==> src/design/assert_macros.svh <==
// Assertion macros shared by the conditioner RTL.
`ifndef ASSERT_MACROS_SVH
`define ASSERT_MACROS_SVH

// Check a property on every rising clk edge outside reset.
`define GAC_ASSERT(lbl, prop, msg) \
	lbl: assert property (@(posedge clk) disable iff (!arst_n) (prop)) else $error(msg);

// Check that a condition never holds on a rising clk edge outside reset.
`define GAC_NEVER(lbl, cond, msg) \
	`GAC_ASSERT(lbl, !(cond), msg)

`endif

==> src/design/gac_pkg.sv <==
// Shared types and constants of the gamepad ADC conditioner.
`timescale 1ns / 1ps
package gac_pkg;

	localparam int BUTTON_COUNT = 6;
	localparam int MV_W         = 12;
	localparam int THR_W        = 10;
	localparam int MAG_W        = 15;
	localparam int NUM_W        = 27;
	localparam int DIV_STEPS    = 16;
	localparam int DIV_CNT_W    = 4;
	localparam int QUEUE_DEPTH  = 2;
	localparam int QPTR_W       = 1;

	localparam logic [MAG_W-1:0] FULL_SCALE = 15'd32767;
	localparam logic signed [15:0] DPAD_POS = 16'sd18000;
	localparam logic signed [15:0] DPAD_NEG = -16'sd18000;
	localparam logic [3:0] KEY_DPAD_BASE = 4'd6;
	localparam logic [3:0] CH_BUTTON0    = 4'd6;

	localparam int MODE_LSWAP = 4;
	localparam int MODE_RSWAP = 5;
	localparam int MODE_DPAD  = 6;

	typedef enum logic [3:0] {
		REG_STICK_MIN  = 4'd0,
		REG_STICK_MAX  = 4'd1,
		REG_DEAD_LOW   = 4'd2,
		REG_DEAD_HIGH  = 4'd3,
		REG_TRIG_MIN   = 4'd4,
		REG_TRIG_MAX   = 4'd5,
		REG_MODE       = 4'd6,
		REG_BUTTON_THR = 4'd7
	} reg_idx_t;

	typedef struct packed {
		logic [MV_W-1:0] stick_min;
		logic [MV_W-1:0] stick_max;
		logic [MV_W-1:0] dead_low;
		logic [MV_W-1:0] dead_high;
		logic [MV_W-1:0] trig_min;
		logic [MV_W-1:0] trig_max;
		logic [6:0]      mode;
		logic [59:0]     btn_thr;
	} cfg_t;

	typedef enum logic [1:0] {
		OP_NONE,
		OP_STICK,
		OP_TRIGGER,
		OP_BUTTON
	} op_t;

	typedef struct packed {
		op_t              op;
		logic [3:0]       target;
		logic             left;
		logic             ch_x;
		logic             direct;
		logic             neg;
		logic [MAG_W-1:0] mag;
		logic [NUM_W-1:0] num;
		logic [MV_W-1:0]  den;
	} job_t;

	typedef struct packed {
		logic               kind;
		logic [3:0]         target;
		logic signed [15:0] value;
		logic               last;
	} event_t;

endpackage

==> src/design/gac_cfg.sv <==
// Configuration register file of the conditioner.
`timescale 1ns / 1ps
module gac_cfg import gac_pkg::*; (
	input  logic        clk,
	input  logic        arst_n,
	input  logic        wr_en,
	input  logic [3:0]  wr_index,
	input  logic [59:0] wr_data,
	output cfg_t        cfg
);

	cfg_t cfg_q;

	always_ff @(posedge clk or negedge arst_n) begin
		if (!arst_n) begin
			cfg_q.stick_min <= 12'd250;
			cfg_q.stick_max <= 12'd1550;
			cfg_q.dead_low  <= 12'd790;
			cfg_q.dead_high <= 12'd1010;
			cfg_q.trig_min  <= 12'd50;
			cfg_q.trig_max  <= 12'd800;
			cfg_q.mode      <= 7'd0;
			cfg_q.btn_thr   <= 60'd90160039460946000;
		end else if (wr_en) begin
			unique case (reg_idx_t'(wr_index))
				REG_STICK_MIN:  cfg_q.stick_min <= wr_data[MV_W-1:0];
				REG_STICK_MAX:  cfg_q.stick_max <= wr_data[MV_W-1:0];
				REG_DEAD_LOW:   cfg_q.dead_low  <= wr_data[MV_W-1:0];
				REG_DEAD_HIGH:  cfg_q.dead_high <= wr_data[MV_W-1:0];
				REG_TRIG_MIN:   cfg_q.trig_min  <= wr_data[MV_W-1:0];
				REG_TRIG_MAX:   cfg_q.trig_max  <= wr_data[MV_W-1:0];
				REG_MODE:       cfg_q.mode      <= wr_data[6:0];
				REG_BUTTON_THR: cfg_q.btn_thr   <= wr_data;
				default: ;
			endcase
		end
	end

	assign cfg = cfg_q;

endmodule

==> src/design/gac_front.sv <==
// Front end: accept ADC samples and turn them into jobs for the back end.
`timescale 1ns / 1ps
module gac_front import gac_pkg::*; (
	input  logic            in_valid,
	output logic            in_ready,
	input  logic [3:0]      channel,
	input  logic [MV_W-1:0] reading_mv,
	input  logic            read_ok,
	input  cfg_t            cfg,
	input  logic            q_full,
	output logic            q_push,
	output job_t            q_job
);

	function automatic logic [MV_W-1:0] clamp_mv(input logic [MV_W-1:0] v,
			input logic [MV_W-1:0] lo, input logic [MV_W-1:0] hi);
		logic [MV_W-1:0] t;
		t = (v < lo) ? lo : v;
		return (t > hi) ? hi : t;
	endfunction

	logic [MV_W-1:0]  suv, tuv, sx, tabs, sdabs, tdabs;
	logic [MV_W:0]    sdsig, tdiff, tdsig;
	logic             below, above, sneg_raw, inv, swap;
	logic [3:0]       k;
	logic [THR_W-1:0] thr;

	assign in_ready = !q_full;
	assign q_push   = in_valid && !q_full;

	always_comb begin
		suv      = clamp_mv(reading_mv, cfg.stick_min, cfg.stick_max);
		below    = suv < cfg.dead_low;
		above    = suv > cfg.dead_high;
		if (below) begin
			sx       = cfg.dead_low - suv;
			sdsig    = {1'b0, cfg.dead_low} - {1'b0, cfg.stick_min};
			sneg_raw = 1'b1;
		end else begin
			sx       = suv - cfg.dead_high;
			sdsig    = {1'b0, cfg.stick_max} - {1'b0, cfg.dead_high};
			sneg_raw = 1'b0;
		end
		sdabs = sdsig[MV_W] ? MV_W'(-sdsig) : sdsig[MV_W-1:0];
		inv   = cfg.mode[channel[1:0]];
		swap  = channel[1] ? cfg.mode[MODE_RSWAP] : cfg.mode[MODE_LSWAP];

		tuv   = clamp_mv(reading_mv, cfg.trig_min, cfg.trig_max);
		tdiff = {1'b0, tuv} - {1'b0, cfg.trig_min};
		tabs  = tdiff[MV_W] ? MV_W'(-tdiff) : tdiff[MV_W-1:0];
		tdsig = {1'b0, cfg.trig_max} - {1'b0, cfg.trig_min};
		tdabs = tdsig[MV_W] ? MV_W'(-tdsig) : tdsig[MV_W-1:0];

		k   = channel - CH_BUTTON0;
		thr = THR_W'(cfg.btn_thr >> (THR_W * int'(k[2:0])));

		q_job        = '0;
		q_job.op     = OP_NONE;
		q_job.direct = 1'b1;
		case (channel) inside
			[4'd0:4'd3]: begin
				q_job.op     = OP_STICK;
				q_job.target = swap ? (channel ^ 4'd1) : channel;
				q_job.left   = !channel[1];
				q_job.ch_x   = !channel[0];
				if (!read_ok || (!below && !above)) begin
					q_job.mag = '0;
				end else if (sdabs == '0) begin
					q_job.mag = FULL_SCALE;
					q_job.neg = sneg_raw ^ inv;
				end else begin
					q_job.direct = 1'b0;
					q_job.num    = {sx, 15'd0} - NUM_W'(sx);
					q_job.den    = sdabs;
					q_job.neg    = sneg_raw ^ sdsig[MV_W] ^ inv;
				end
			end
			4'd4, 4'd5: begin
				if (read_ok) begin
					q_job.op     = OP_TRIGGER;
					q_job.target = channel;
					if (tdabs == '0) begin
						q_job.mag = FULL_SCALE;
					end else begin
						q_job.direct = 1'b0;
						q_job.num    = {tabs, 15'd0} - NUM_W'(tabs);
						q_job.den    = tdabs;
					end
				end
			end
			[4'd6:4'd11]: begin
				if (read_ok && int'(k) < BUTTON_COUNT) begin
					q_job.op     = OP_BUTTON;
					q_job.target = k;
					q_job.mag    = MAG_W'(reading_mv < {2'b00, thr});
				end
			end
			default: ;
		endcase
	end

endmodule

==> src/design/gac_fifo.sv <==
// Two-entry job queue between the front and back ends.
`timescale 1ns / 1ps
`include "assert_macros.svh"
module gac_fifo import gac_pkg::*; (
	input  logic clk,
	input  logic arst_n,
	input  logic push,
	input  job_t push_data,
	output logic full,
	input  logic pop,
	output job_t pop_data,
	output logic empty
);

	job_t              mem_q [QUEUE_DEPTH];
	logic [QPTR_W-1:0] wr_ptr_q, rd_ptr_q;
	logic [QPTR_W:0]   cnt_q;

	assign full     = cnt_q == (QPTR_W+1)'(QUEUE_DEPTH);
	assign empty    = cnt_q == '0;
	assign pop_data = mem_q[rd_ptr_q];

	always_ff @(posedge clk or negedge arst_n) begin
		if (!arst_n) begin
			wr_ptr_q <= '0;
			rd_ptr_q <= '0;
			cnt_q    <= '0;
		end else begin
			if (push) begin
				wr_ptr_q <= wr_ptr_q + 1'b1;
			end
			if (pop) begin
				rd_ptr_q <= rd_ptr_q + 1'b1;
			end
			if (push && !pop) begin
				cnt_q <= cnt_q + 1'b1;
			end else if (pop && !push) begin
				cnt_q <= cnt_q - 1'b1;
			end
		end
	end

	always_ff @(posedge clk) begin
		if (push) begin
			mem_q[wr_ptr_q] <= push_data;
		end
	end

	`GAC_NEVER(a_push_full, push && full, "job pushed into full queue")
	`GAC_NEVER(a_pop_empty, pop && empty, "job popped from empty queue")

endmodule

==> src/design/gac_back.sv <==
// Back end: dpad release, shared divider, dpad key tracking and event output.
`timescale 1ns / 1ps
`include "assert_macros.svh"
module gac_back import gac_pkg::*; (
	input  logic   clk,
	input  logic   arst_n,
	input  cfg_t   cfg,
	input  logic   q_empty,
	input  job_t   q_job,
	output logic   q_pop,
	output logic   ev_valid,
	input  logic   ev_ready,
	output event_t ev
);

	typedef enum logic [2:0] {
		S_IDLE,
		S_REL,
		S_DIV,
		S_RES,
		S_KEY,
		S_AXIS
	} state_t;

	state_t               st_q;
	job_t                 job_q;
	logic [3:0]           held_q, rel_q;
	logic [NUM_W-1:0]     rem_q, dsh_q;
	logic [DIV_CNT_W-1:0] cnt_q;
	logic [DIV_STEPS-1:0] quo_q;
	logic signed [15:0]   val_q;
	logic [1:0]           pend_q, nowb_q;
	logic [1:0]           hb_q;
	logic                 out_valid_q;
	event_t               out_q;

	logic               dpad, out_free, ge;
	logic [NUM_W:0]     diff;
	logic [1:0]         rel_b, hb;
	logic [3:0]         rel_rest;
	logic [MAG_W-1:0]   mag_now;
	logic [15:0]        mag16;
	logic signed [15:0] sval;
	logic               now_lo, now_hi;

	assign dpad     = cfg.mode[MODE_DPAD];
	assign out_free = !out_valid_q || ev_ready;
	assign q_pop    = (st_q == S_IDLE) && !q_empty;
	assign ev_valid = out_valid_q;
	assign ev       = out_q;

	assign diff = {1'b0, rem_q} - {1'b0, dsh_q};
	assign ge   = !diff[NUM_W];

	assign rel_rest = rel_q & (rel_q - 4'd1);
	assign hb       = job_q.ch_x ? 2'd2 : 2'd0;

	always_comb begin
		if (rel_q[0]) begin
			rel_b = 2'd0;
		end else if (rel_q[1]) begin
			rel_b = 2'd1;
		end else if (rel_q[2]) begin
			rel_b = 2'd2;
		end else begin
			rel_b = 2'd3;
		end
		if (job_q.direct) begin
			mag_now = job_q.mag;
		end else if (quo_q[DIV_STEPS-1]) begin
			mag_now = FULL_SCALE;
		end else begin
			mag_now = quo_q[MAG_W-1:0];
		end
		mag16  = {1'b0, mag_now};
		sval   = job_q.neg ? $signed(16'(-mag16)) : $signed(mag16);
		now_lo = sval < DPAD_NEG;
		now_hi = sval > DPAD_POS;
	end

	always_ff @(posedge clk or negedge arst_n) begin
		if (!arst_n) begin
			st_q        <= S_IDLE;
			job_q       <= '0;
			held_q      <= '0;
			rel_q       <= '0;
			rem_q       <= '0;
			dsh_q       <= '0;
			cnt_q       <= '0;
			quo_q       <= '0;
			val_q       <= '0;
			pend_q      <= '0;
			nowb_q      <= '0;
			hb_q        <= '0;
			out_valid_q <= 1'b0;
			out_q       <= '0;
		end else begin
			if (ev_ready) begin
				out_valid_q <= 1'b0;
			end
			unique case (st_q)
				S_IDLE: begin
					if (!q_empty) begin
						job_q <= q_job;
						if (!dpad && held_q != '0) begin
							rel_q  <= held_q;
							held_q <= '0;
						end else begin
							rel_q <= '0;
						end
						st_q <= S_REL;
					end
				end
				S_REL: begin
					if (rel_q != '0) begin
						if (out_free) begin
							out_valid_q   <= 1'b1;
							out_q.kind    <= 1'b1;
							out_q.target  <= KEY_DPAD_BASE + 4'(rel_b);
							out_q.value   <= '0;
							out_q.last    <= (rel_rest == '0) && (job_q.op == OP_NONE);
							rel_q         <= rel_rest;
						end
					end else if (job_q.op == OP_NONE) begin
						st_q <= S_IDLE;
					end else if (job_q.direct) begin
						st_q <= S_RES;
					end else begin
						rem_q <= job_q.num;
						dsh_q <= {job_q.den, 15'd0};
						cnt_q <= DIV_CNT_W'(DIV_STEPS - 1);
						quo_q <= '0;
						st_q  <= S_DIV;
					end
				end
				S_DIV: begin
					if (ge) begin
						rem_q <= diff[NUM_W-1:0];
					end
					quo_q <= {quo_q[DIV_STEPS-2:0], ge};
					dsh_q <= dsh_q >> 1;
					cnt_q <= cnt_q - 1'b1;
					if (cnt_q == '0) begin
						st_q <= S_RES;
					end
				end
				S_RES: begin
					if (dpad && job_q.op == OP_STICK && job_q.left) begin
						pend_q           <= {now_hi != held_q[hb + 2'd1], now_lo != held_q[hb]};
						nowb_q           <= {now_hi, now_lo};
						hb_q             <= hb;
						held_q[hb]       <= now_lo;
						held_q[hb + 2'd1] <= now_hi;
						val_q            <= '0;
						if (now_hi != held_q[hb + 2'd1] || now_lo != held_q[hb]) begin
							st_q <= S_KEY;
						end else begin
							st_q <= S_AXIS;
						end
					end else begin
						val_q <= sval;
						st_q  <= S_AXIS;
					end
				end
				S_KEY: begin
					if (out_free) begin
						out_valid_q  <= 1'b1;
						out_q.kind   <= 1'b1;
						out_q.last   <= 1'b0;
						if (pend_q[0]) begin
							out_q.target <= KEY_DPAD_BASE + 4'(hb_q);
							out_q.value  <= 16'(nowb_q[0]);
							pend_q[0]    <= 1'b0;
							if (!pend_q[1]) begin
								st_q <= S_AXIS;
							end
						end else begin
							out_q.target <= KEY_DPAD_BASE + 4'(hb_q) + 4'd1;
							out_q.value  <= 16'(nowb_q[1]);
							pend_q[1]    <= 1'b0;
							st_q         <= S_AXIS;
						end
					end
				end
				S_AXIS: begin
					if (out_free) begin
						out_valid_q  <= 1'b1;
						out_q.kind   <= job_q.op == OP_BUTTON;
						out_q.target <= job_q.target;
						out_q.value  <= val_q;
						out_q.last   <= 1'b1;
						st_q         <= S_IDLE;
					end
				end
				default: st_q <= S_IDLE;
			endcase
		end
	end

	`GAC_ASSERT(a_key_pending, st_q == S_KEY |-> pend_q != 2'b00, "key state without pending key")
	`GAC_ASSERT(a_rel_clear, (st_q == S_REL && rel_q != '0) |-> held_q == '0,
		"dpad keys still held during release")
	`GAC_NEVER(a_val_range, out_valid_q && out_q.value == 16'sh8000, "axis value out of range")

endmodule

==> src/design/gamepad_adc_conditioner.sv <==
// Top level of the gamepad ADC conditioner.
`timescale 1ns / 1ps
// Takes one ADC sample per input word (channel, millivolt reading, read-ok flag)
// and emits up to five event words: stick and trigger axis values, button key
// states and, in dpad mode, dpad key changes; tlast marks the final event of a
// sample. The front end classifies a sample in the cycle it is accepted and
// queues it in a two-entry queue, so sampling continues while the back end
// works. The back end handles one sample at a time. A stick or trigger value
// that needs scaling goes through the shared 16-step restoring divider; each
// dpad release or key change adds an event word, and a stalled output holds
// the back end until the word is taken.
// Write configuration only while no sample is in flight.
module gamepad_adc_conditioner import gac_pkg::*; (
	input  logic        clk,
	input  logic        arst_n,
	input  logic        s_axis_tvalid,
	output logic        s_axis_tready,
	input  logic [23:0] s_axis_tdata,   // channel[3:0], reading_mv[15:4], read_ok[16]
	output logic        m_axis_tvalid,
	input  logic        m_axis_tready,
	output logic [23:0] m_axis_tdata,   // target[3:0], value[19:4]
	output logic        m_axis_tuser,   // event_kind[0]
	output logic        m_axis_tlast,
	input  logic        cfg_valid,
	output logic        cfg_ready,
	input  logic [3:0]  cfg_index,
	input  logic [59:0] cfg_data
);

	cfg_t   cfg;
	job_t   push_job, pop_job;
	logic   push, pop, full, empty;
	event_t ev;

	assign cfg_ready = 1'b1;

	gac_cfg u_cfg (
		.clk      (clk),
		.arst_n   (arst_n),
		.wr_en    (cfg_valid),
		.wr_index (cfg_index),
		.wr_data  (cfg_data),
		.cfg      (cfg)
	);

	gac_front u_front (
		.in_valid   (s_axis_tvalid),
		.in_ready   (s_axis_tready),
		.channel    (s_axis_tdata[3:0]),
		.reading_mv (s_axis_tdata[15:4]),
		.read_ok    (s_axis_tdata[16]),
		.cfg        (cfg),
		.q_full     (full),
		.q_push     (push),
		.q_job      (push_job)
	);

	gac_fifo u_fifo (
		.clk       (clk),
		.arst_n    (arst_n),
		.push      (push),
		.push_data (push_job),
		.full      (full),
		.pop       (pop),
		.pop_data  (pop_job),
		.empty     (empty)
	);

	gac_back u_back (
		.clk      (clk),
		.arst_n   (arst_n),
		.cfg      (cfg),
		.q_empty  (empty),
		.q_job    (pop_job),
		.q_pop    (pop),
		.ev_valid (m_axis_tvalid),
		.ev_ready (m_axis_tready),
		.ev       (ev)
	);

	assign m_axis_tdata = {4'd0, ev.value, ev.target};
	assign m_axis_tuser = ev.kind;
	assign m_axis_tlast = ev.last;

endmodule

==> config.mk <==
export PLATFORM = sky130hd
export DESIGN_NAME = gamepad_adc_conditioner
export DESIGN_NICKNAME = d
export VERILOG_FILES = /design/src/design/gac_pkg.sv /design/src/design/gac_cfg.sv /design/src/design/gac_front.sv /design/src/design/gac_fifo.sv /design/src/design/gac_back.sv /design/src/design/gamepad_adc_conditioner.sv
export VERILOG_INCLUDE_DIRS = /design/src /design/src/design
export SDC_FILE = /design/constraint.sdc
export NUM_CORES = 1
export LEC_CHECK = 0
export BUFFER_PORTS_ARGS = -buffer_cell sky130_fd_sc_hd__buf_2
export CAP_MARGIN = 20
export CORE_ASPECT_RATIO = 1.5
export CORE_MARGIN = 2
export CORE_UTILIZATION = 50
export DETAILED_ROUTE_END_ITERATION = 6
export GPL_TIMING_DRIVEN = 0
export PLACE_DENSITY_LB_ADDON = 0.15
export SKIP_CTS_REPAIR_TIMING = 1
export SYNTH_ARGS = -nofsm -noshare
export SYNTH_HDL_FRONTEND = slang
export SYNTH_SLANG_ARGS = --single-unit
==> constraint.sdc <==
create_clock -name clk -period 11.6 [get_ports clk]
set_clock_uncertainty 0.2 [all_clocks]
set_input_delay 1.16 -clock clk [delete_from_list [all_inputs] [get_ports clk]]
set_output_delay 1.16 -clock clk [all_outputs]
set_load 0.02 [all_outputs]
## Yosys cells after proc, flatten, opt, wreduce, memory -nomap -nowiden

Memories as Yosys holds them, arrays and structs flattened. A register that Yosys moved wholly into a read port is not among the register bits.
Cells that the tools add are included.

| operators by class | value |
|---|---|
| magnitude comparators | 19 |
| mux-type cells | 115 |
| multiply operators | 1 |
| $add $sub $neg | 24 |
| bitwise gates (word level) | 6 |
| equal/unequal tests | 33 |
| shift-type cells | 1 |
| reductions and logical operators | 66 |

Operators by type and width:

| kind | count |
|---|---|
| two-way mux 39 bit | 5 |
| two-way mux 27 bit | 7 |
| one-hot mux 27 bit (2 select lines) | 2 |
| two-way mux 15 bit | 7 |
| two-way mux 12 bit | 8 |
| two-way mux 22 bit | 4 |
| two-way mux 16 bit | 5 |
| one-hot mux 22 bit (3 select lines) | 1 |
| >> shifter 60 x 32 -> 10 bit | 1 |
| two-way mux 54 bit | 1 |
| subtractor 27 x 12 -> 27 bit | 2 |
| subtractor 12 x 12 -> 13 bit | 4 |
| two-way mux 4 bit | 10 |
| > comparator 12 bit | 3 |
| < comparator 12 bit | 3 |
| negation 12 bit | 3 |
| one-hot mux 16 bit (2 select lines) | 1 |
| two-way mux 6 bit | 5 |
| subtractor 27 x 27 -> 28 bit | 1 |
| two-way mux 1 bit | 27 |
| equality test 4 x 3 -> 1 bit (second input constant) | 6 |
| zero test 12 bit | 2 |
| two-way mux 3 bit | 8 |
| one-hot mux 4 bit (2 select lines) | 3 |
| other kinds (59) | 146 |

| word-level totals | value |
|---|---|
| word-level logic and storage cells | 294 |
| register bits | 273 |
| bits in writable memories | 128 |
| output and inout port bits | 29 |
| memories kept | 1 |

Memories:

| memory | depth | bits a word | read ports | clocked after Yosys merged registers in | write ports | line | source |
|---|---|---|---|---|---|---|---|
| u_fifo.mem_q | 2 | 64 | 1 | 1 | 1 | gac_fifo.sv:15 | `job_t mem_q [QUEUE_DEPTH];` |

## Longest topological paths before layout

| depth | value |
|---|---|
| depth after elaboration | 12 |
| mapped depth | 44 |

## Modules after synthesis

A second synthesis with hierarchy kept.

| second synthesis, totals | value |
|---|---|
| cell total of the unflattened synthesis | 2,839 |
| area total of the unflattened synthesis | 29,751.0 µm² |

By module, submodules not included:

| module | instances | cells each | area each (µm²) |
|---|---|---|---|
| gac_back | 1 | 1,057 | 10,084.7 |
| gac_front | 1 | 1,258 | 9,307.7 |
| gac_cfg | 1 | 302 | 5,302.6 |
| gac_fifo | 1 | 215 | 5,011.1 |
| gamepad_adc_conditioner | 1 | 7 | 45.0 |

## Worst setup path before layout

No wires, ideal clock.

| timing path | value |
|---|---|
| path type | input port to flip-flop |
| start | input s_axis_tdata[5] |
| end | memory u_fifo.mem_q[0][3] in the netlist's numbering, data pin |
| buffers on the path | 7 |
| stages | 41 |
| slack | 1.930 ns |
| arrival time | 9.194 ns |
| cells stage by stage | ha_1 a21o_1 a21o_1 a21o_1 a21o_1 a21oi_1 nor2b_1 o21ai_1 a211oi_1 a2111oi_0 buf_2 mux2_2 ha_1 a21o_1 a21o_1 a21oi_1 nor2_1 a2111oi_0 [5 not listed] nand2b_1 a211o_1 a21o_1 nand2_4 buf_6 buf_6 buf_4 mux2i_1 ha_1 o2111ai_1 mux2i_1 a32oi_1 a2111oi_2 nand3_1 nand2b_1 buf_4 buf_4 o22ai_1 |

RTL lines:

| item | line | source |
|---|---|---|
| start, declared | gamepad_adc_conditioner.sv:18 | `input logic [23:0] s_axis_tdata,` |
| end, declared | gac_fifo.sv:15 |  |

==> impl_summary.log <==
[metrics] main area contributors after synthesis: dfrtp_1, edfxtp_1, ha_1, mux2_2, o21ai_0
[metrics] share of layout cells above drive strength 1: 16.5%
[metrics] vias in the first global route: 22200
[metrics] type of the tightest min-delay check: reg -> reg
[metrics] maximum fanout count along the critical path: 10
[metrics] fill cell count: 4777
[metrics] Inserted Clock Buffers: 43
[metrics] fraction of the cycle the final worst path needs: 93.5%
[metrics] number of enable flip-flop cells after synthesis: 102
[metrics] detailed-route DRC error count: 0
[metrics] Worst EP arrival: 11.02 ns
[metrics] final estimated routing congestion in global placement: 1.02
[metrics] worst r2r dst: u_fifo.mem_q[0][54]
[metrics] number of nets at the end of the flow: 3163
[metrics] leftover overflow at the end of global routing: 0
[metrics] router iterations before antenna repair: 6
[metrics] final hold violations: 0
[metrics] Total Neg Setup Slack: 0 ns
[metrics] CP max-delay cell: a2111oi_2
[metrics] Worst R2R Start: u_cfg.cfg[128]
[metrics] share of async-settable or async-resettable flops after synthesis: 76.0%
[metrics] total power density per cell area: 333 nW/um^2
[metrics] leakage power of the design: 0.0129 uW
[metrics] Netlist cell types: 109
[metrics] number of antenna diodes: 0
[metrics] biggest cell delay along the critical path: 0.55 ns
[metrics] ys flop type: dfrtp_1
[metrics] Starting Density: 50.6%
[metrics] area used by multi-input combinational logic: 15000 um^2
[metrics] pins over their slew limit: 0
[metrics] initial antenna violation count: 0
[metrics] CP required: 11.77 ns
[metrics] Setup violations, final: 0
[metrics] worst IR drop on VDD: 174 uV
[metrics] sinks on the clock net: 425
[metrics] clock tree from TritonCTS: done
[metrics] Mapped Cells: 2734
[metrics] most frequent cells after synthesis: dfrtp_1, nand2_1, o21ai_0
[metrics] sequential fraction of the synthesis area: 41.3%
[metrics] number of cell instances on the worst register-to-register path: 41
[metrics] max_slew headroom: 25.0%
[metrics] Starting DRT DRC Count: 1055
[metrics] slack of the worst reg-to-reg path: 0.88 ns
[metrics] sequential cell area: 11200 um^2
[metrics] y dimension of the die: 289 um
[metrics] worst hold path stage count: 2
[metrics] netlist area before placement: 27100 um^2
[metrics] kind of cell with the highest combined delay on the critical path: compound AO/OA/AOI/OAI gates
[metrics] number of buffers on the longest clock path: 3
[metrics] wire length of the first global-routing pass: 123 mm
[metrics] average size of a mapped cell: 9.92 um^2
[metrics] final WL: 79.4 mm
[metrics] number of register bits inferred by synthesis: 425
[metrics] area share of the largest cell type after synthesis: 26.0%
[metrics] placeable core region: 53600 um^2
[metrics] time the worst path needs with I/O delays and setup: 10.84 ns
[metrics] Design Power: 10100 uW
[metrics] status: complete, no violations
[metrics] gr usage total: 28.0%
[metrics] cell taking the most area after synthesis: dfrtp_1
[metrics] Critical Path Sink Type: register
[metrics] H-tree lvl count: 2
[metrics] start-to-end type of the worst setup path: in -> reg
[metrics] total vias in the final route: 21600
[metrics] setup repair after global routing missed its margin: false
[metrics] antenna-violating nets left: 0
[metrics] clock latency on the worst-skew pair: 0.61 ns
[metrics] width of the die: 194 um
[metrics] clock-pin transition on the worst setup and hold timing paths: 0.06 ns
[metrics] capture endpoint of the worst hold path: u_back.ev[5]
[metrics] kind of start point of the critical path: primary input
[metrics] DR WL/cell: 21.9 um
[metrics] Detailed Place HPWL: 62.7 mm
[metrics] total I/O pin count: 122
[metrics] cell mode on critical path: a21o_1
[metrics] Min-Delay Startpoint: u_back.ev[5]
[metrics] full die area: 56200 um^2
[metrics] worst hold margin: 0.264 ns
[metrics] count of input and output buffers: 108
[metrics] Max-cap violations: 0
[metrics] slew at the pin closest to its max-slew limit: 1.11 ns
[metrics] maximum number of pins on one net before global-route repair: 126
[metrics] number of warnings printed during yosys synthesis: 0
[metrics] cell chosen for the clock root: clkbuf_16
[metrics] f_max: 92.2 MHz
[metrics] area growth from synthesis to layout: 11.4%
[metrics] average vias per placed instance: 5.96
[metrics] worst path buffer plus inverter count: 6
[metrics] most frequently used cell type in the post-synthesis netlist: dfrtp_1
[metrics] row count: 104
==> sequential cells by signal, summed over array words and instances (netlist names) <==
name             count
u_back.dsh_q        27
u_back.cnt_q         4
u_back.st_q          3
u_back.pend_q        2
u_back.hb_q          1
u_back.rel_q         4
u_back.nowb_q        2
u_fifo.cnt_q         2
u_back.rem_q        27
u_back.job_q        51
u_back.val_q        16
u_back.quo_q        16
u_fifo.mem_q       102
u_cfg.cfg          139
u_back.held_q        4
u_back.ev           22
u_back.ev_valid      1
u_fifo.rd_ptr_q      1
u_fifo.wr_ptr_q      1
==> per-layer routing <==
metal  global-route usage, %  routed length [um]  vias to the layer above  share of wire, %
li1                        -                   -                    10300                 -
met1                    29.4               29400                    10500                37
met2                    52.8               41700                      530                53
met3                    3.00                2500                      224               3.2
met4                    18.2                5780                        0               7.3
met5                       0                   0                        -                 0
==> report_power, final <==
part	internal, uW	total (uW)	switching [uW]
logic	2310	6220	3900
registers	2070	2350	280
clock network	872	1510	638
total	5250	10100	4820
==> stage by stage <==
step | cells | setup slack [ns] | cell area [um^2] | utilization (%)
global route | 3623 | 0.198 | 30200 | 56.4
CTS | 3622 | 0.471 | 30200 | 56.3
finish | 3623 | 0.756 | 30200 | 56.4
detailed placement | 3542 | -0.0990 | 28700 | 53.5
floorplan | 2739 | 1.93 | 27100 | -
global placement | 3536 | -0.177 | 28600 | 53.3
==> tightest hold or removal path: stages (launching register included) <==
cell and delay, ns:
dfrtp_1 0.34, nand2_1 0.05, nand2_1 0.05
==> cells in the final DEF, fill, tap and decap left out, types with 17 or more instances in the layout <==
| cell | Yosys | final |
|---|---|---|
| ha_1 | 164 | 164 |
| or3_1 | 18 | 18 |
| a21oi_1 | 119 | 119 |
| and3_1 | 19 | 18 |
| o21a_1 | 25 | 25 |
| nor2_1 | 148 | 147 |
| a211oi_1 | 19 | 19 |
| a31oi_1 | 32 | 32 |
| nand3_1 | 66 | 66 |
| clkbuf_16 | 0 | 43 |
| clkbuf_1 | 85 | 90 |
| dfstp_2 | 41 | 41 |
| o22ai_1 | 48 | 48 |
| a21o_1 | 52 | 52 |
| a22o_1 | 20 | 20 |
| dfrtp_1 | 282 | 282 |
| xnor2_1 | 83 | 83 |
| inv_1 | 131 | 131 |
| and2_1 | 17 | 17 |
| o21ai_0 | 234 | 234 |
| xor2_1 | 55 | 55 |
| nand2b_1 | 29 | 29 |
| buf_2 | 9 | 117 |
| nor3_1 | 40 | 40 |
| nor2b_1 | 32 | 32 |
| nand2_1 | 281 | 281 |
| mux2_2 | 176 | 176 |
| mux2i_1 | 94 | 94 |
| edfxtp_1 | 102 | 102 |
==> logic make-up (layout without fill, tap and decap cells) <==
kind of cell,Yosys count,in the layout,synth area share (%)
DFF,425,425,41.3
AOI/OAI and AO/OA,725,725,17.5
muxes,283,283,11.8
and+or+nand+nor,740,740,13.1
buffers and inverters,249,444,3.72
other,2,7,0.0277
adders and majority gates,171,171,8.08
xor gates and xnor gates,139,139,4.52
==> layout make-up <==
| cell class | count | area share [%] |
|---|---|---|
| Tap cell | 689 | 2.85 |
| Clock inverter | 24 | 1.11 |
| Clock buffer | 56 | 3.95 |
| Sequential cell | 425 | 37.1 |
| Buffer | 118 | 1.71 |
| Multi-Input combinational cell | 2065 | 49.5 |
| Inverter | 131 | 1.63 |
| Timing Repair Buffer | 115 | 2.19 |
==> worst max path at each step <==
stage,from,end,cells past startpoint
floorplan,s_axis_tdata[5],u_fifo.mem_q[0][3],41
global placement,s_axis_tdata[5],u_fifo.mem_q[1][28],37
detailed placement,s_axis_tdata[5],u_fifo.mem_q[0][54],41
CTS,s_axis_tdata[5],u_fifo.mem_q[0][54],41
global route,s_axis_tdata[5],u_fifo.mem_q[0][54],41
finish,s_axis_tdata[5],u_fifo.mem_q[0][54],41
Power figures use the tool's default switching activity.
